### src/paes_pkg.sv
// Shared types and codes of the print abort escalation sequencer.
`default_nettype none
package paes_pkg;

  localparam int CntW = 24;
  localparam int CmdCntW = 16;
  localparam int AddrW = 5;
  localparam int DataW = 32;

  // Event codes
  localparam logic [3:0] ACT_TICK          = 4'd0;
  localparam logic [3:0] ACT_START         = 4'd1;
  localparam logic [3:0] ACT_HEAT_OK       = 4'd2;
  localparam logic [3:0] ACT_HEAT_ERR      = 4'd3;
  localparam logic [3:0] ACT_PROBE_OK      = 4'd4;
  localparam logic [3:0] ACT_PROBE_ERR     = 4'd5;
  localparam logic [3:0] ACT_CANCEL_OK     = 4'd6;
  localparam logic [3:0] ACT_CANCEL_ERR    = 4'd7;
  localparam logic [3:0] ACT_ESTOP_DONE    = 4'd8;
  localparam logic [3:0] ACT_RESTART_DONE  = 4'd9;
  localparam logic [3:0] ACT_CTRL_STATE    = 4'd10;
  localparam logic [3:0] ACT_PRINT_STATE   = 4'd11;

  // Controller states
  localparam logic [1:0] CTRL_READY    = 2'd0;
  localparam logic [1:0] CTRL_SHUTDOWN = 2'd2;

  // Job states that end the print
  localparam logic [2:0] JOB_STANDBY   = 3'd0;
  localparam logic [2:0] JOB_COMPLETE  = 3'd3;
  localparam logic [2:0] JOB_CANCELLED = 3'd4;
  localparam logic [2:0] JOB_ERROR     = 3'd5;

  // Soft interrupt capability
  localparam logic [1:0] CAP_UNKNOWN  = 2'd0;
  localparam logic [1:0] CAP_DETECTED = 2'd1;
  localparam logic [1:0] CAP_ABSENT   = 2'd2;

  // Commands
  localparam logic [2:0] CMD_NONE     = 3'd0;
  localparam logic [2:0] CMD_SOFT_INT = 3'd1;
  localparam logic [2:0] CMD_PROBE    = 3'd2;
  localparam logic [2:0] CMD_CANCEL   = 3'd3;
  localparam logic [2:0] CMD_ESTOP    = 3'd4;
  localparam logic [2:0] CMD_RESTART  = 3'd5;

  // Messages
  localparam logic [2:0] MSG_EMPTY      = 3'd0;
  localparam logic [2:0] MSG_STOPPING   = 3'd1;
  localparam logic [2:0] MSG_EMERGENCY  = 3'd2;
  localparam logic [2:0] MSG_RESTARTING = 3'd3;
  localparam logic [2:0] MSG_CANCELLED  = 3'd4;
  localparam logic [2:0] MSG_ABORT_HOME = 3'd5;
  localparam logic [2:0] MSG_RECONNECT  = 3'd6;

  // Register indexes
  localparam logic [2:0] REG_HEATER_TO    = 3'd0;
  localparam logic [2:0] REG_PROBE_TO     = 3'd1;
  localparam logic [2:0] REG_CANCEL_EN    = 3'd2;
  localparam logic [2:0] REG_CANCEL_TO    = 3'd3;
  localparam logic [2:0] REG_RECONNECT_TO = 3'd4;

  typedef struct packed {
    logic [3:0] action;
    logic [1:0] controller_state;
    logic [2:0] job_state;
  } req_t;

  typedef struct packed {
    logic [2:0]         phase;
    logic [1:0]         capability;
    logic [2:0]         command_out;
    logic [2:0]         message_code;
    logic               escalated;
    logic [CmdCntW-1:0] commands_total;
    logic               recovery_active;
    logic               aborting;
    logic               outcome_cancelled;
  } rsp_t;

  typedef struct packed {
    logic [CntW-1:0] heater_timeout_ticks;
    logic [CntW-1:0] probe_timeout_ticks;
    logic            cancel_escalate_enable;
    logic [CntW-1:0] cancel_timeout_ticks;
    logic [CntW-1:0] reconnect_timeout_ticks;
  } cfg_t;

endpackage
`default_nettype wire

### src/paes_cfg.sv
// Configuration register file behind the APB-style port.
`default_nettype none
module paes_cfg import paes_pkg::*; (
  input  wire logic             clk,
  input  wire logic             rst,
  input  wire logic             psel,
  input  wire logic             penable,
  input  wire logic             pwrite,
  input  wire logic [AddrW-1:0] paddr,
  input  wire logic [DataW-1:0] pwdata,
  output logic      [DataW-1:0] prdata,
  output logic                  pready,
  output cfg_t                  cfg
);

  logic       wr;
  logic [2:0] idx;

  assign pready = 1'b1;
  assign wr     = psel && penable && pwrite;
  assign idx    = paddr[AddrW-1:2];

  always_ff @(posedge clk) begin
    if (rst) begin
      cfg.heater_timeout_ticks    <= CntW'(1000);
      cfg.probe_timeout_ticks     <= CntW'(5000);
      cfg.cancel_escalate_enable  <= 1'b1;
      cfg.cancel_timeout_ticks    <= CntW'(30000);
      cfg.reconnect_timeout_ticks <= CntW'(60000);
    end else if (wr) begin
      unique case (idx)
        REG_HEATER_TO:    cfg.heater_timeout_ticks    <= pwdata[CntW-1:0];
        REG_PROBE_TO:     cfg.probe_timeout_ticks     <= pwdata[CntW-1:0];
        REG_CANCEL_EN:    cfg.cancel_escalate_enable  <= pwdata[0];
        REG_CANCEL_TO:    cfg.cancel_timeout_ticks    <= pwdata[CntW-1:0];
        REG_RECONNECT_TO: cfg.reconnect_timeout_ticks <= pwdata[CntW-1:0];
        default: ;
      endcase
    end
  end

  always_comb begin
    unique case (idx)
      REG_HEATER_TO:    prdata = DataW'(cfg.heater_timeout_ticks);
      REG_PROBE_TO:     prdata = DataW'(cfg.probe_timeout_ticks);
      REG_CANCEL_EN:    prdata = DataW'(cfg.cancel_escalate_enable);
      REG_CANCEL_TO:    prdata = DataW'(cfg.cancel_timeout_ticks);
      REG_RECONNECT_TO: prdata = DataW'(cfg.reconnect_timeout_ticks);
      default:          prdata = '0;
    endcase
  end

endmodule
`default_nettype wire

### src/paes_core.sv
// Abort phase state, timeout timer and command counter with next-state logic.
`default_nettype none
module paes_core import paes_pkg::*; (
  input  wire logic clk,
  input  wire logic rst,
  input  wire logic step,
  input  wire req_t req,
  input  wire cfg_t cfg,
  output rsp_t      rsp
);

  typedef enum logic [2:0] {
    PH_IDLE      = 3'd0,
    PH_SOFT_INT  = 3'd1,
    PH_PROBE     = 3'd2,
    PH_CANCEL    = 3'd3,
    PH_ESTOP     = 3'd4,
    PH_RESTART   = 3'd5,
    PH_WAIT      = 3'd6,
    PH_COMPLETE  = 3'd7
  } phase_t;

  localparam logic [CntW-1:0]    CntMax = '1;
  localparam logic [CmdCntW-1:0] CmdMax = '1;

  phase_t             phase, phase_next;
  logic [1:0]         capability, capability_next;
  logic [CntW-1:0]    timeout_count, timeout_count_next;
  logic               timer_armed, timer_armed_next;
  logic               seen_shutdown, seen_shutdown_next;
  logic               recovery_flag, recovery_flag_next;
  logic               escalation, escalation_next;
  logic [CmdCntW-1:0] command_count, command_count_next;
  logic [2:0]         message, message_next;

  logic            busy;
  logic [CntW-1:0] cnt_inc;
  logic [CntW-1:0] limit;
  logic            go_probe, go_cancel, go_esc, go_fin;
  logic [2:0]      fin_msg;
  logic [2:0]      cmd;

  always_comb begin
    phase_next         = phase;
    capability_next    = capability;
    timeout_count_next = timeout_count;
    timer_armed_next   = timer_armed;
    seen_shutdown_next = seen_shutdown;
    recovery_flag_next = recovery_flag;
    escalation_next    = escalation;
    message_next       = message;
    cmd                = CMD_NONE;
    go_probe           = 1'b0;
    go_cancel          = 1'b0;
    go_esc             = 1'b0;
    go_fin             = 1'b0;
    fin_msg            = MSG_EMPTY;

    busy    = (phase != PH_IDLE) && (phase != PH_COMPLETE);
    cnt_inc = (timeout_count != CntMax) ? timeout_count + 1'b1 : timeout_count;

    unique case (phase)
      PH_SOFT_INT: limit = cfg.heater_timeout_ticks;
      PH_PROBE:    limit = cfg.probe_timeout_ticks;
      PH_CANCEL:   limit = cfg.cancel_timeout_ticks;
      default:     limit = cfg.reconnect_timeout_ticks;
    endcase

    unique case (req.action)
      ACT_TICK: begin
        if (timer_armed) begin
          if (phase == PH_SOFT_INT || phase == PH_PROBE || phase == PH_CANCEL ||
              phase == PH_WAIT) begin
            timeout_count_next = cnt_inc;
            if (cnt_inc >= limit) begin
              unique case (phase)
                PH_SOFT_INT: begin
                  capability_next = CAP_ABSENT;
                  go_probe        = 1'b1;
                end
                PH_WAIT: begin
                  go_fin  = 1'b1;
                  fin_msg = MSG_RECONNECT;
                end
                default: go_esc = 1'b1;
              endcase
            end
          end else begin
            timer_armed_next = 1'b0;
          end
        end
      end
      ACT_START: begin
        if (!busy) begin
          escalation_next = 1'b0;
          message_next    = MSG_STOPPING;
          if (capability == CAP_ABSENT) begin
            go_probe = 1'b1;
          end else begin
            phase_next         = PH_SOFT_INT;
            timer_armed_next   = 1'b1;
            timeout_count_next = '0;
            cmd                = CMD_SOFT_INT;
          end
        end
      end
      ACT_HEAT_OK, ACT_HEAT_ERR: begin
        if (phase == PH_SOFT_INT) begin
          capability_next = (req.action == ACT_HEAT_OK) ? CAP_DETECTED : CAP_ABSENT;
          go_probe        = 1'b1;
        end
      end
      ACT_PROBE_OK:   go_cancel = (phase == PH_PROBE);
      ACT_PROBE_ERR:  go_esc    = (phase == PH_PROBE);
      ACT_CANCEL_OK: begin
        go_fin  = (phase == PH_CANCEL);
        fin_msg = MSG_CANCELLED;
      end
      ACT_CANCEL_ERR: go_esc = (phase == PH_CANCEL);
      ACT_ESTOP_DONE: begin
        if (phase == PH_ESTOP) begin
          phase_next   = PH_RESTART;
          message_next = MSG_RESTARTING;
          cmd          = CMD_RESTART;
        end
      end
      ACT_RESTART_DONE: begin
        if (phase == PH_RESTART) begin
          seen_shutdown_next = 1'b0;
          phase_next         = PH_WAIT;
          message_next       = MSG_RESTARTING;
          timer_armed_next   = 1'b1;
          timeout_count_next = '0;
        end
      end
      ACT_CTRL_STATE: begin
        if (phase == PH_WAIT) begin
          if (req.controller_state == CTRL_SHUTDOWN) begin
            seen_shutdown_next = 1'b1;
          end else if (req.controller_state == CTRL_READY && seen_shutdown) begin
            recovery_flag_next = 1'b0;
            go_fin             = 1'b1;
            fin_msg            = MSG_ABORT_HOME;
          end
        end
      end
      ACT_PRINT_STATE: begin
        go_fin  = (phase == PH_CANCEL) &&
                  (req.job_state == JOB_STANDBY || req.job_state == JOB_COMPLETE ||
                   req.job_state == JOB_CANCELLED || req.job_state == JOB_ERROR);
        fin_msg = MSG_CANCELLED;
      end
      default: ;
    endcase

    if (go_probe) begin
      phase_next         = PH_PROBE;
      message_next       = MSG_STOPPING;
      timer_armed_next   = 1'b1;
      timeout_count_next = '0;
      cmd                = CMD_PROBE;
    end
    if (go_cancel) begin
      phase_next       = PH_CANCEL;
      message_next     = MSG_STOPPING;
      timer_armed_next = cfg.cancel_escalate_enable;
      if (cfg.cancel_escalate_enable) begin
        timeout_count_next = '0;
      end
      cmd = CMD_CANCEL;
    end
    if (go_esc) begin
      escalation_next    = 1'b1;
      recovery_flag_next = 1'b1;
      timer_armed_next   = 1'b0;
      phase_next         = PH_ESTOP;
      message_next       = MSG_EMERGENCY;
      cmd                = CMD_ESTOP;
    end
    if (go_fin) begin
      timer_armed_next = 1'b0;
      phase_next       = PH_COMPLETE;
      message_next     = fin_msg;
    end

    // Count every issued command, holding at the top.
    command_count_next = command_count;
    if (cmd != CMD_NONE && command_count != CmdMax) begin
      command_count_next = command_count + 1'b1;
    end

    rsp.phase             = phase_next;
    rsp.capability        = capability_next;
    rsp.command_out       = cmd;
    rsp.message_code      = message_next;
    rsp.escalated         = escalation_next;
    rsp.commands_total    = command_count_next;
    rsp.recovery_active   = recovery_flag_next;
    rsp.aborting          = (phase_next != PH_IDLE) && (phase_next != PH_COMPLETE);
    rsp.outcome_cancelled = go_fin;
  end

  always_ff @(posedge clk) begin
    if (rst) begin
      phase         <= PH_IDLE;
      capability    <= CAP_UNKNOWN;
      timeout_count <= '0;
      timer_armed   <= 1'b0;
      seen_shutdown <= 1'b0;
      recovery_flag <= 1'b0;
      escalation    <= 1'b0;
      command_count <= '0;
      message       <= MSG_EMPTY;
    end else if (step) begin
      phase         <= phase_next;
      capability    <= capability_next;
      timeout_count <= timeout_count_next;
      timer_armed   <= timer_armed_next;
      seen_shutdown <= seen_shutdown_next;
      recovery_flag <= recovery_flag_next;
      escalation    <= escalation_next;
      command_count <= command_count_next;
      message       <= message_next;
    end
  end

endmodule
`default_nettype wire

### src/print_abort_escalation_sequencer_unit.sv
// Top level of the print abort escalation sequencer: word registers, core and config port.
//
//   channel | direction | handshake              | payload
//   --------+-----------+------------------------+-------------------------
//   req     | in        | req_valid / req_ready  | req_data  (paes_pkg::req_t)
//   rsp     | out       | rsp_valid / rsp_ready  | rsp_data  (paes_pkg::rsp_t)
//   cfg     | in        | psel/penable/pwrite    | paddr, pwdata, prdata
//
// Each word passes the input register and the next-state logic into the result
// register, where rsp_valid rises once the result slot is free; one word per
// cycle is sustained while rsp_ready stays high.
// rst is synchronous; it clears the sequencer state, both register flags and
// the configuration to its defaults. A stalled rsp holds its word while the
// input register fills; req_ready drops only when both are full.
`default_nettype none
module print_abort_escalation_sequencer_unit import paes_pkg::*; (
  input  wire logic             clk,
  input  wire logic             rst,
  input  wire logic             req_valid,
  output logic                  req_ready,
  input  wire req_t             req_data,
  output logic                  rsp_valid,
  input  wire logic             rsp_ready,
  output rsp_t                  rsp_data,
  input  wire logic             psel,
  input  wire logic             penable,
  input  wire logic             pwrite,
  input  wire logic [AddrW-1:0] paddr,
  input  wire logic [DataW-1:0] pwdata,
  output logic      [DataW-1:0] prdata,
  output logic                  pready
);

  cfg_t cfg;
  req_t req_q;
  logic req_full;
  rsp_t rsp_next;
  logic advance;

  // Advance the held word into the result register when that slot frees.
  assign advance   = req_full && (!rsp_valid || rsp_ready);
  assign req_ready = !req_full || advance;

  paes_cfg u_cfg (
    .clk     (clk),
    .rst     (rst),
    .psel    (psel),
    .penable (penable),
    .pwrite  (pwrite),
    .paddr   (paddr),
    .pwdata  (pwdata),
    .prdata  (prdata),
    .pready  (pready),
    .cfg     (cfg)
  );

  paes_core u_core (
    .clk  (clk),
    .rst  (rst),
    .step (advance),
    .req  (req_q),
    .cfg  (cfg),
    .rsp  (rsp_next)
  );

  // Input register: load on acceptance, drop once advanced.
  always_ff @(posedge clk) begin
    if (rst) begin
      req_full <= 1'b0;
    end else if (req_valid && req_ready) begin
      req_full <= 1'b1;
    end else if (advance) begin
      req_full <= 1'b0;
    end
  end

  always_ff @(posedge clk) begin
    if (req_valid && req_ready) begin
      req_q <= req_data;
    end
  end

  // Result register: hold until taken.
  always_ff @(posedge clk) begin
    if (rst) begin
      rsp_valid <= 1'b0;
    end else if (advance) begin
      rsp_valid <= 1'b1;
    end else if (rsp_ready) begin
      rsp_valid <= 1'b0;
    end
  end

  always_ff @(posedge clk) begin
    if (advance) begin
      rsp_data <= rsp_next;
    end
  end

endmodule
`default_nettype wire
### config.mk
export PLATFORM = sky130hd
export DESIGN_NAME = print_abort_escalation_sequencer_unit
export DESIGN_NICKNAME = d
export VERILOG_FILES = /design/src/paes_pkg.sv /design/src/paes_cfg.sv /design/src/paes_core.sv /design/src/print_abort_escalation_sequencer_unit.sv
export SDC_FILE = /design/constraint.sdc
export NUM_CORES = 1
export LEC_CHECK = 0
export ABC_CLOCK_PERIOD_IN_PS = 6050
export BUFFER_PORTS_ARGS = -buffer_cell sky130_fd_sc_hd__buf_4
export CAP_MARGIN = 5
export CORE_ASPECT_RATIO = 0.75
export CORE_MARGIN = 2
export CORE_UTILIZATION = 59
export CTS_CLUSTER_DIAMETER = 120
export DETAILED_ROUTE_END_ITERATION = 6
export PLACE_DENSITY = 0.8
export REMOVE_ABC_BUFFERS = 1
export SYNTH_ARGS = -nofsm -noshare
export SYNTH_HDL_FRONTEND = slang
export SYNTH_SLANG_ARGS = --single-unit
### constraint.sdc
create_clock -name clk -period 6.05 [get_ports clk]
set_input_delay 0.9075 -clock clk [delete_from_list [all_inputs] [get_ports clk]]
set_output_delay 0.9075 -clock clk [all_outputs]
set_load 0.02 [all_outputs]
==> qor.txt <==
outcome: complete, no violations
Startpoint Class: register
r2r worst-path depth: 18
capturing point of the worst reg2reg path: rsp_data[4]
Slew @ Worst Pin: 1.310 ns
Final Skew: 0.01134 ns
Antenna Cells: 0
Maximum Capacitance Violations: 0
I/O pins: 119
Bufs on Longest Clock Path: 2
r2r setup slk: 0.62 ns
dominant cells by area after synthesis: dfxtp_1 (29%), edfxtp_1 (11%), nand2_1 (9.7%)
htree depth: 4
Initial Util: 0.6009
antenna-violating nets left: 0
CP arrival: 5.62 ns
Worst Hold Launch: u_core.recovery_flag
Reg power frac: 0.481
Final setup viols: 0
Post-CTS Setup Repair Bufs: 0
mux cell area share after synthesis: 0.03336
Slew Viols, Final: 0
DRC errors left: 0
Multi-input gate area: 5896 sq um
post-synthesis simple-gate area fraction: 0.2670
RSZ-0062 raised after global routing: no
Core ar.: 17600 sq um
cell area after synthesis: 10580 sq um
wire length of the first global-routing pass: 44190 microns
Post-DP HPWL: 17610 microns
number of clock sinks: 191
period utilization: 0.8970
clock transition at the registers of the reported paths: 0.07 ns
largest net degree at the start of global routing: 89
TritonCTS buffer count: 17
num rows: 42
Synth Area in Compound Gates: 0.1917
antenna violations before repair: 0
fin nets: 1404
CP startpoint: u_core.timeout_count[0]
min Tclk post-route: 5.427 ns
Die ar.: 19030 sq um
Hold Fails Final Rpt: 0
GRT Residual Overflow: 0
cell with the most instances after synthesis: nand2_1
post-synthesis area per instance: 8.251 sq um
final hold slack: 0.4646 ns
GRT Util Overall: 0.2923
Async SR Flop Fraction: 0
vias in the first global route: 8777
P_leak: 4.601 nW
CP Capture Type: register
Worst Hold End: u_core.recovery_flag
clock root cell: clkbuf_16
Vias: 9657
hold-fix buffers at CTS: 0
# fillers: 1428
Critical Path Fanout Max: 24
Synth Area in Adders: 0.03075
register area share after synthesis: 0.3993
Port Buf Inserts: 99
dominant synthesized flop cell: dfxtp_1
Avg WL per Cell: 17.42 microns
CTS tree: yes
top-area cell type share of the netlist area: 0.2858
die width: 158.6 microns
worst skew pair latency: 0.44 ns
GPL Wtd Cong: 0.9431
Req. time, crit path: 6.24 ns
worst hold path class: register to register
largest family of logic cells by synthesized area: simple AND/OR/NAND/NOR gates
Synth Area in XOR/XNOR: 0.03064
Vias/cell: 6.112
Sw Share: 0.2578
layout cells sized above 1: 0.1405
RR Startpoint: u_core.timeout_count[0]
most frequent cells after synthesis: nand2_1 (274), dfxtp_1 (151), a21oi_1 (137)
Setup TNS Final: 0 ns
Routed WL: 27530 microns
Post-synth EDFFs: 40
register area: 4225 sq um
worst hold stages: 2
Die H: 120.0 microns
Fmax: 184.3 MHz
switching power total: 0.7166 mW
power share of the clock group: 0.408
Gate power share: 0.111
pwr dens: 232.8 nW/um^2
P_int: 2.063 mW
#FFs+latches synth: 191
DRT iter0 DRCs: 1011
Synth Instances: 1282
worst vdd ir: 0.0001441 V
synth warn: 0
Resize count post-CTS: 0
synth unique cells: 73
DRT Pass-1 Iters: 6
post-synth top area cell: dfxtp_1
Max-slew headroom: 0.1269
type of the worst setup path: register to register
Synth-to-Final Area Change: 12.88%
-- layout make-up --
class                           instances  area share
Sequential cell                       191      0.3539
Multi-Input combinational cell        990      0.4938
Clock buffer                           21     0.04118
Timing Repair Buffer                  118     0.07524
Tap cell                              242     0.02536
Clock inverter                         11    0.008383
Inverter                                7    0.002201
-- stage by stage --
step           instances  worst slack (ns)  utilization  power, mW  instance area (sq um)
2_1_floorplan       1188            0.2853            -      1.536                  10140
3_3_place_gp        1548            0.9002       0.6446      1.665                  11350
3_5_place_dp        1548            0.7777       0.6446      1.670                  11350
4_1_cts             1580            0.7294       0.6783      2.784                  11940
5_1_grt             1580            0.3092       0.6783      2.864                  11940
6_report            1580            0.6232       0.6783      2.780                  11940
-- cells by family after synthesis --
logic type | Yosys count
muxes | 34
DFF | 191
adders and majority gates | 26
xor gates and xnor gates | 37
buffers and inverters | 108
AOI/OAI and AO/OA | 324
other | 2
and+or+nand+nor | 560
-- metal layers --
layer  up-vias  global-route usage  wire (microns)
li1       4628                   -               -
met1      4496              0.4297           12400
met2       492              0.4394           11970
met3        41             0.05887            2792
met4         0             0.07489             362
met5         -                   0               0
-- power groups by stage --
stage	sequential, mW	clock, mW	combinational, mW
after floorplan	1.39	0	0.148
after global placement	1.37	0	0.300
after detailed placement	1.37	0	0.305
after CTS	1.34	1.14	0.306
after global routing	1.34	1.19	0.335
final	1.34	1.13	0.310
-- cell usage in the layout, fill, tap and decap left out, types with 24 or more instances in the layout --
cell type and instances:
nand2_1 274, dfxtp_1 150, a21oi_1 137, buf_4 117
nor2_1 75, a22oi_1 60, o21ai_0 43, edfxtp_1 40
nor2b_1 39, nand3b_1 31, xor2_1 26, ha_1 26
mux2i_1 24
-- registers in the layout, indices dropped and copies added (netlist names) --
| signal | cells |
|---|---|
| u_cfg.cfg | 97 |
| u_core.recovery_flag | 1 |
| req_q | 9 |
| rsp_valid | 1 |
| u_core.phase | 3 |
| rsp_data | 31 |
| req_full | 1 |
| u_core.timeout_count | 24 |
| u_core.message | 3 |
| u_core.command_count | 16 |
| u_core.escalation | 1 |
| u_core.capability | 2 |
| u_core.timer_armed | 1 |
| u_core.seen_shutdown | 1 |
-- worst max-delay path by stage --
stage / end / slack, ns / cells after the start
detailed placement: u_core.command_count[8] / 0.78 / 19
CTS: u_core.command_count[8] / 0.73 / 19
global route: rsp_data[4] / 0.31 / 18
finish: rsp_data[4] / 0.62 / 18
floorplan: rsp_data[4] / 0.29 / 13
global placement: rsp_data[12] / 0.90 / 19
-- critical path: stages (launching register included) --
cell      delay [ns]
dfxtp_1         0.37
ha_1            0.26
and4_1          0.23
nand4_1         0.17
nor2_1          0.17
nor2b_1         0.38
nand3_1         0.24
or2_2           0.34
xnor2_1         0.22
ha_1            0.27
nand2_1         0.12
o21ai_0         0.09
a22o_1          0.21
or3_4           0.42
o211ai_1        0.37
o211ai_2        0.21
nor2b_4         0.61
nor2_1          0.18
mux2_2          0.30
Note: power is estimated with default switching activity, not from simulation.
